$ cat config.mk
export PLATFORM = sky130hd
export DESIGN_NAME = ffha_engine
export DESIGN_NICKNAME = d
export VERILOG_FILES = /design/src/sv/first_fit_heap_allocator_top_assert.svh /design/src/sv/ffha_pkg.sv /design/src/sv/ffha_engine.sv
export SDC_FILE = /design/constraint.sdc
export NUM_CORES = 1
export LEC_CHECK = 0
export BUFFER_PORTS_ARGS = -buffer_cell sky130_fd_sc_hd__clkbuf_2
export CAP_MARGIN = 20
export CORE_MARGIN = 2
export CORE_UTILIZATION = 45
export CTS_CLUSTER_DIAMETER = 30
export CTS_CLUSTER_SIZE = 25
export DETAILED_ROUTE_END_ITERATION = 8
export PLACE_DENSITY_LB_ADDON = 0.12
export SLEW_MARGIN = 5
export SYNTH_ARGS = -nofsm -noshare
export SYNTH_HDL_FRONTEND = slang
export SYNTH_SLANG_ARGS = --single-unit
$ cat constraint.sdc
create_clock -name clock -period 14.2 [get_ports clock]
set_input_delay 2.84 -clock clock [delete_from_list [all_inputs] [get_ports clock]]
set_output_delay 2.84 -clock clock [all_outputs]
set_load 0.01 [all_outputs]
$ cat src/sv/first_fit_heap_allocator_top_assert.svh
// ----------------------------------------------------------------------------
// Assertion macros for the first-fit heap allocator
// Clocked property helpers shared by the allocator's assertion checks.
// ----------------------------------------------------------------------------
`ifndef FIRST_FIT_HEAP_ALLOCATOR_TOP_ASSERT_SVH
`define FIRST_FIT_HEAP_ALLOCATOR_TOP_ASSERT_SVH

// Same-cycle implication.
`define FFHA_ASSERT_IMP(lbl, clk, rst, ante, cons, msg) \
   lbl: assert property (@(posedge clk) disable iff (rst) (ante) |-> (cons)) else $error(msg);

// Next-cycle implication.
`define FFHA_ASSERT_NXT(lbl, clk, rst, ante, cons, msg) \
   lbl: assert property (@(posedge clk) disable iff (rst) (ante) |=> (cons)) else $error(msg);

`endif

$ cat src/sv/ffha_pkg.sv
// ----------------------------------------------------------------------------
// ffha_pkg
// Shared constants and payload types of the first-fit heap allocator.
// ----------------------------------------------------------------------------
`default_nettype none

package ffha_pkg;

   localparam int HEADER_BYTES    = 6;
   localparam int MIN_CHUNK_BYTES = 4;

   localparam logic MODE_ALLOC = 1'b0;
   localparam logic MODE_FREE  = 1'b1;

   localparam int CSR_IDX_W = 8;
   localparam logic [CSR_IDX_W-1:0] REG_HEAP_BASE = 8'd0;
   localparam logic [CSR_IDX_W-1:0] REG_HEAP_SIZE = 8'd1;

   localparam logic [15:0] HEAP_BASE_RESET = 16'd32768;
   localparam logic [12:0] HEAP_SIZE_RESET = 13'd4096;

   typedef struct packed {
      logic        mode;
      logic [12:0] request_size;
      logic [7:0]  owner;
      logic [15:0] block_address;
   } cmd_type;

   typedef struct packed {
      logic [15:0] data_address;
      logic        success;
   } rsp_type;

endpackage

`default_nettype wire

$ cat src/sv/ffha_engine.sv
// ----------------------------------------------------------------------------
// ffha_engine
// Walk sequencer: visits one header at a time in S_CHECK and S_EVAL, splits and merges blocks.
// ----------------------------------------------------------------------------
`default_nettype none

module ffha_engine import ffha_pkg::*; #(
   parameter int HEAP_BYTES = 4096,
   parameter int OWNER_BITS = 8,
   localparam int SIZE_W = $clog2(HEAP_BYTES + 1),
   localparam int IDX_W  = $clog2(HEAP_BYTES),
   localparam int CW     = ((SIZE_W > 16) ? SIZE_W : 16) + 2,
   localparam int HW     = 1 + OWNER_BITS + SIZE_W
) (
   input  logic             clock,
   input  logic             reset,
   input  logic             start,
   input  cmd_type          cmd,
   input  logic             init_start,
   input  logic [15:0]      heap_base,
   input  logic [12:0]      heap_size,
   output logic             idle,
   input  logic             rsp_ready,
   output logic             rsp_valid,
   output rsp_type          rsp,
   output logic             mem_we,
   output logic [IDX_W-1:0] mem_wa,
   output logic [HW-1:0]    mem_wd,
   output logic [IDX_W-1:0] mem_ra,
   input  logic [HW-1:0]    mem_rd
);

   typedef enum logic [8:0] {
      S_IDLE      = 9'b000000001,
      S_INIT      = 9'b000000010,
      S_CHECK     = 9'b000000100,
      S_EVAL      = 9'b000001000,
      S_NEXT_RD   = 9'b000010000,
      S_NEXT_EVAL = 9'b000100000,
      S_WR_SPLIT  = 9'b001000000,
      S_WR_HDR    = 9'b010000000,
      S_RESP      = 9'b100000000
   } state_type;

   localparam logic [CW-1:0] HDR_W   = CW'(HEADER_BYTES);
   localparam logic [CW-1:0] SPLIT_W = CW'(HEADER_BYTES + MIN_CHUNK_BYTES);
   localparam logic [CW-1:0] HEAP_W  = CW'(HEAP_BYTES);

   state_type state_ff, state_in;

   logic                  mode_ff;
   logic [CW-1:0]         req_ff;
   logic [OWNER_BITS-1:0] own_ff;
   logic [15:0]           target_ff;
   logic [CW-1:0]         span_ff, span_in;
   logic [CW-1:0]         off_ff, off_in;
   logic [CW-1:0]         prev_ff, prev_in;
   logic [SIZE_W-1:0]     prev_size_ff, prev_size_in;
   logic [OWNER_BITS-1:0] prev_own_ff, prev_own_in;
   logic                  prev_used_ff, prev_used_in;
   logic                  has_prev_ff, has_prev_in;
   logic [CW-1:0]         nx_ff, nx_in;
   logic [SIZE_W-1:0]     split_size_ff, split_size_in;
   logic [OWNER_BITS-1:0] split_own_ff, split_own_in;
   logic [SIZE_W-1:0]     hdr_size_ff, hdr_size_in;
   logic [OWNER_BITS-1:0] hdr_own_ff, hdr_own_in;
   logic                  hdr_used_ff, hdr_used_in;
   rsp_type               res_ff, res_in;
   rsp_type               rsp_ff, rsp_in;
   logic                  rsp_valid_ff, rsp_valid_in;

   logic                  rd_used;
   logic [OWNER_BITS-1:0] rd_own;
   logic [CW-1:0]         rd_size;
   logic [CW-1:0]         heap_size_w;
   logic [CW-1:0]         span_calc;
   logic [CW-1:0]         next_off;
   logic [CW-1:0]         split_addr;
   logic [CW-1:0]         left;
   logic                  fits;
   logic                  do_split;
   logic                  at_target;

   assign rd_used = mem_rd[HW-1];
   assign rd_own  = mem_rd[SIZE_W +: OWNER_BITS];
   assign rd_size = CW'(mem_rd[SIZE_W-1:0]);

   assign heap_size_w = CW'(heap_size);
   assign span_calc   = (heap_size_w > HEAP_W) ? HEAP_W : heap_size_w;

   // Shared walk arithmetic: the next header follows this header and its data.
   assign next_off   = off_ff + HDR_W + rd_size;
   assign split_addr = off_ff + HDR_W + req_ff;
   assign left       = rd_size - req_ff;
   assign fits       = !rd_used && (rd_size >= req_ff);
   assign do_split   = (left > SPLIT_W) && (split_addr < span_ff);
   assign at_target  = (off_ff == CW'(target_ff));

   always_comb begin
      state_in      = state_ff;
      span_in       = span_ff;
      off_in        = off_ff;
      prev_in       = prev_ff;
      prev_size_in  = prev_size_ff;
      prev_own_in   = prev_own_ff;
      prev_used_in  = prev_used_ff;
      has_prev_in   = has_prev_ff;
      nx_in         = nx_ff;
      split_size_in = split_size_ff;
      split_own_in  = split_own_ff;
      hdr_size_in   = hdr_size_ff;
      hdr_own_in    = hdr_own_ff;
      hdr_used_in   = hdr_used_ff;
      res_in        = res_ff;
      rsp_in        = rsp_ff;
      rsp_valid_in  = rsp_valid_ff && !rsp_ready;
      mem_we        = 1'b0;
      mem_wa        = off_ff[IDX_W-1:0];
      mem_wd        = {hdr_used_ff, hdr_own_ff, hdr_size_ff};
      mem_ra        = off_ff[IDX_W-1:0];

      case (state_ff)
         S_IDLE: begin
            if (start) begin
               off_in      = '0;
               has_prev_in = 1'b0;
               res_in      = '0;
               state_in    = (span_ff < HDR_W) ? S_RESP : S_CHECK;
            end
         end
         S_INIT: begin
            span_in = span_calc;
            mem_wa  = '0;
            mem_wd  = {1'b0, OWNER_BITS'(0), SIZE_W'(span_calc - HDR_W)};
            mem_we  = (span_calc >= HDR_W);
            state_in = S_IDLE;
         end
         S_CHECK: begin
            if (off_ff >= span_ff) begin
               res_in   = '0;
               state_in = S_RESP;
            end else begin
               state_in = S_EVAL;
            end
         end
         S_EVAL: begin
            if (mode_ff == MODE_ALLOC) begin
               if (fits) begin
                  hdr_own_in  = own_ff;
                  hdr_used_in = 1'b1;
                  if (do_split) begin
                     nx_in         = split_addr;
                     split_size_in = SIZE_W'(left - HDR_W);
                     split_own_in  = rd_own;
                     hdr_size_in   = SIZE_W'(req_ff);
                     state_in      = S_WR_SPLIT;
                  end else begin
                     hdr_size_in = SIZE_W'(rd_size);
                     state_in    = S_WR_HDR;
                  end
               end else begin
                  off_in   = next_off;
                  state_in = S_CHECK;
               end
            end else if (at_target) begin
               nx_in       = next_off;
               hdr_used_in = 1'b0;
               if (has_prev_ff && !prev_used_ff) begin
                  // The freed block folds into the free block before it.
                  off_in      = prev_ff;
                  hdr_size_in = SIZE_W'(CW'(prev_size_ff) + HDR_W + rd_size);
                  hdr_own_in  = prev_own_ff;
               end else begin
                  hdr_size_in = SIZE_W'(rd_size);
                  hdr_own_in  = '0;
               end
               state_in = (next_off < span_ff) ? S_NEXT_RD : S_WR_HDR;
            end else begin
               prev_in      = off_ff;
               prev_size_in = SIZE_W'(rd_size);
               prev_own_in  = rd_own;
               prev_used_in = rd_used;
               has_prev_in  = 1'b1;
               off_in       = next_off;
               state_in     = S_CHECK;
            end
         end
         S_NEXT_RD: begin
            mem_ra   = nx_ff[IDX_W-1:0];
            state_in = S_NEXT_EVAL;
         end
         S_NEXT_EVAL: begin
            if (!rd_used) begin
               hdr_size_in = SIZE_W'(CW'(hdr_size_ff) + HDR_W + rd_size);
            end
            state_in = S_WR_HDR;
         end
         S_WR_SPLIT: begin
            mem_we   = 1'b1;
            mem_wa   = nx_ff[IDX_W-1:0];
            mem_wd   = {1'b0, split_own_ff, split_size_ff};
            state_in = S_WR_HDR;
         end
         S_WR_HDR: begin
            mem_we              = 1'b1;
            res_in.data_address = heap_base + 16'(off_ff) + 16'(HEADER_BYTES);
            res_in.success      = 1'b1;
            state_in            = S_RESP;
         end
         S_RESP: begin
            if (!rsp_valid_ff || rsp_ready) begin
               rsp_in       = res_ff;
               rsp_valid_in = 1'b1;
               state_in     = S_IDLE;
            end
         end
         default: begin
            state_in = S_IDLE;
         end
      endcase

      if (init_start) begin
         state_in = S_INIT;
      end
   end

   always_ff @(posedge clock) begin
      if (reset) begin
         state_ff     <= S_INIT;
         rsp_valid_ff <= 1'b0;
         has_prev_ff  <= 1'b0;
      end else begin
         state_ff     <= state_in;
         rsp_valid_ff <= rsp_valid_in;
         has_prev_ff  <= has_prev_in;
      end
   end

   always_ff @(posedge clock) begin
      if (start && state_ff == S_IDLE) begin
         mode_ff   <= cmd.mode;
         req_ff    <= CW'(cmd.request_size);
         own_ff    <= OWNER_BITS'(cmd.owner);
         target_ff <= cmd.block_address - 16'(HEADER_BYTES) - heap_base;
      end
      span_ff       <= span_in;
      off_ff        <= off_in;
      prev_ff       <= prev_in;
      prev_size_ff  <= prev_size_in;
      prev_own_ff   <= prev_own_in;
      prev_used_ff  <= prev_used_in;
      nx_ff         <= nx_in;
      split_size_ff <= split_size_in;
      split_own_ff  <= split_own_in;
      hdr_size_ff   <= hdr_size_in;
      hdr_own_ff    <= hdr_own_in;
      hdr_used_ff   <= hdr_used_in;
      res_ff        <= res_in;
      rsp_ff        <= rsp_in;
   end

   assign idle      = (state_ff == S_IDLE);
   assign rsp_valid = rsp_valid_ff;
   assign rsp       = rsp_ff;

endmodule

`default_nettype wire

==> flow_summary_export.csv <==
group,metric,value,unit
final_layout,n_fill_cell,3013,
grt,grt_pass1_vias,12000,
logic_synthesis,synth.cell_area,15200,sq um
floorplan,core_area,33400,sq um
logic_synthesis,synth_area_per_cell,10.5,sq um
power,ir_drop,0.0852,mV
clock_tree,cts_buffers,58,
floorplan,die-area,35200,sq um
clock_tree,clock_path_buffers,3,
sta,whs,0.409,ns
logic_synthesis,synth_warnings,0,
placement,gp_congestion,0.887,
floorplan,floorplan.die.width,188,um
clock_tree,htreeDepth,2,
worst_hold_path,hold_path_class,"flop to flop",
drt,drt-initial-drc-count,640,
sta,min_period,7.46,ns
drt,avgViaCountPerCell,5.43,
critical_path,critical_path_class,"input port to output port",
sta,drv_slew,0,
sta,relSlewSlack,29.0,%
grt,grt_usage,24.7,%
logic_synthesis,seq_area_frac_synth,40.7,%
final_layout,fin_cells,2135,
floorplan,die_height,188,um
sta,rsz0062_at_grt,"false",
logic_synthesis,synth-main-ff-cell,"edfxtp_1",
logic_synthesis,netlist_top_cells_area,"edfxtp_1 39%, ha_1 15%, xnor2_1 4.5%, inv_1 3.1%, xor2_1 3.1%",
floorplan,rows,67,
logic_synthesis,synth_edf_count,198,
drt,wirelength,42600,um
outcome,status,"completed",
clock_tree,cts_tree,"done",
clock_tree,root_buffer,"clkbuf_16",
critical_path,crit_fanout,18,
final_layout,nNetsFinal,1927,
placement,port_buffers,159,
logic_synthesis,ys_seq_elements,209,
sta,max_freq,134,MHz
logic_synthesis,syn-num-nets,1729,
critical_path,arrival,4.62,ns
sta,clock_skew,0.0354,ns
critical_path,cpLargestDelayFamily,"simple AND/OR/NAND/NOR gates",
sta,finalSetupTns,0,ns
sta,setup_viol,0,
clock_tree,ctsResizeCount,0,
clock_tree,insertion_delay,0.59,ns
drt,antenna_left,0,
drt,drt_pass1_iterations,7,
power,power.density,121,nW/um^2
grt,grt_overflow,0,
sta,hold_viol,0,
grt,grt_first_pass_wirelength,66500,um
logic_synthesis,netlist_instances,1442,
drt,wl_per_cell,19.9,um
critical_path,critical_path.startpoint_type,"input port",
final_layout,area_growth,21.5,%
logic_synthesis,synth.most_common_cell,"edfxtp_1",
flow_run,max-cap-violations,0,
power,p_leak,7.80,nW
placement,dpl.hpwl,32900,um
logic_synthesis,synth.largest_area_cell,"edfxtp_1",
sta,tightest_slew,1.06,ns
clock_tree,path_clk_slew,0.04,ns
clock_tree,cts_hold_buf,0,
critical_path,cp-end-kind,"output port",
clock_tree,cts.sinks,209,
floorplan,initial_utilization,45.4,%
critical_path,slowest_stage,"nor3_1",
critical_path,cp_slowest_stage_delay,0.45,ns
critical_path,cp_data_required_time,11.36,ns
grt,antenna_found_initial,1,
sta,period_share,52.5,%
critical_path,cp_num_buf_inv,2,
logic_synthesis,async_flop_share,0,%
placement,dp.cells,2028,
grt,grt_max_degree,40,
critical_path,path_cells,"clkbuf_2 > nor2b_1 > nor3_1 > o21ai_0 > nor3_1 > a221o_1 > clkbuf_2",
clock_tree,cts_setup_buffers,0,
drt,drcViolationCount,0,
power,p_total,2.22,mW
final_layout,drive_gt1_share,21.5,%
logic_synthesis,synthDominantCellAreaShare,39.2,%
drt,vias,11600,
logic_synthesis,synthTopCellsByCount,"198 x edfxtp_1, 186 x ha_1, 125 x inv_1, 103 x nor2_1, 78 x xnor2_1",
floorplan,num_io_pins,160,
logic_synthesis,synth.distinct_cells,93,
-- logic make-up after synthesis --
family	after synthesis	share of synthesized area, %
and+or+nand+nor	361	12.6
adders and majority gates	193	16.3
xor gates and xnor gates	132	7.68
muxes	24	1.77
DFF	209	40.7
buffers and inverters	167	4.32
AOI/OAI and AO/OA	356	16.6
-- metrics by stage --
step | worst slack, ns | utilization [%] | area, sq um
after global routing | 6.55 | 55.2 | 18400
after CTS | 6.74 | 55.2 | 18400
after floorplan | 7.10 | - | 15200
after global placement | 6.72 | 49.5 | 16500
after detailed placement | 6.73 | 49.5 | 16500
final | 6.74 | 55.2 | 18400
-- area by class of cell --
cell class	count	area, sq um	share of cell area, %
diodes	1	2.50	0.0136
clock buffers	67	1510	8.18
clock inverters	39	400	2.17
inverters	126	473	2.57
multi-input cells	1066	8370	45.4
flip-flops and latches	209	6170	33.5
well taps	448	561	3.04
repair buffers	179	946	5.13
-- path summary, 6_finish.rpt --
check        cells after the start          to  slack [ns]          start
min                              0      rsp[6]        0.41      res_ff[6]
max                              7  mem_wd[12]        6.74  heap_size[12]
max reg2reg                     22    nx_ff[9]        7.56      off_ff[1]
min reg2reg                      0      rsp[6]        0.41      res_ff[6]
-- layout by cell type, fill, tap and decap left out, types with 22 or more instances in the layout --
cell type,Yosys,routed
xor2_1,53,53
nand2_1,62,62
nor3_1,31,30
o21ai_0,62,62
edfxtp_1,198,198
a21oi_1,66,66
nor2_1,103,101
nand3_1,22,22
inv_1,125,124
mux2_2,22,22
a21o_1,40,40
nor2b_1,28,28
xnor2_1,78,78
ha_1,186,186
clkbuf_2,0,159
a22o_1,36,36
clkbuf_16,0,59
-- routing by layer --
metal	GRT usage [%]	vias up	wire length [um]
li1	-	5736	-
met1	30.1	5505	18100
met2	43.1	281	21000
met3	4.44	64	2250
met4	9.84	0	1290
met5	0	-	0
-- state kept, by name, indices dropped and copies added, names as in the netlist --
name / cells
prev_size_ff: 13
span_ff: 13
target_ff: 16
own_ff: 8
has_prev_ff: 1
off_ff: 18
req_ff: 13
res_ff: 17
prev_used_ff: 1
prev_ff: 18
rsp_valid: 1
hdr_used_ff: 1
hdr_size_ff: 13
split_own_ff: 8
nx_ff: 12
hdr_own_ff: 8
mode_ff: 1
rsp: 17
split_size_ff: 13
prev_own_ff: 8
state_ff: 9
-- power breakdown --
group	switching, mW	internal [mW]	leakage (nW)
clock network	0.387	0.874	0.905
logic	0.152	0.117	5.00
registers	0.00724	0.686	1.89
total	0.546	1.68	7.80
-- worst reg2reg max path: stages, from the launching register on --
cell	delay, ns
edfxtp_1	0.73
inv_1	0.31
ha_1	0.41
nor2_1	0.18
xor2_1	0.35
ha_1	0.35
o21a_1	0.12
o21ai_0	0.24
nor2_1	0.07
nor2_1	0.18
o21ai_0	0.14
xor2_1	0.32
ha_1	0.32
a21o_1	0.16
a21oi_1	0.15
nor2b_1	0.07
a2111oi_0	0.33
o21ai_0	0.20
a221oi_2	0.39
o31a_4	0.27
nand3_1	0.17
a21oi_1	0.58
buf_4	0.30
No activity file was read; power rests on OpenSTA's default activity.
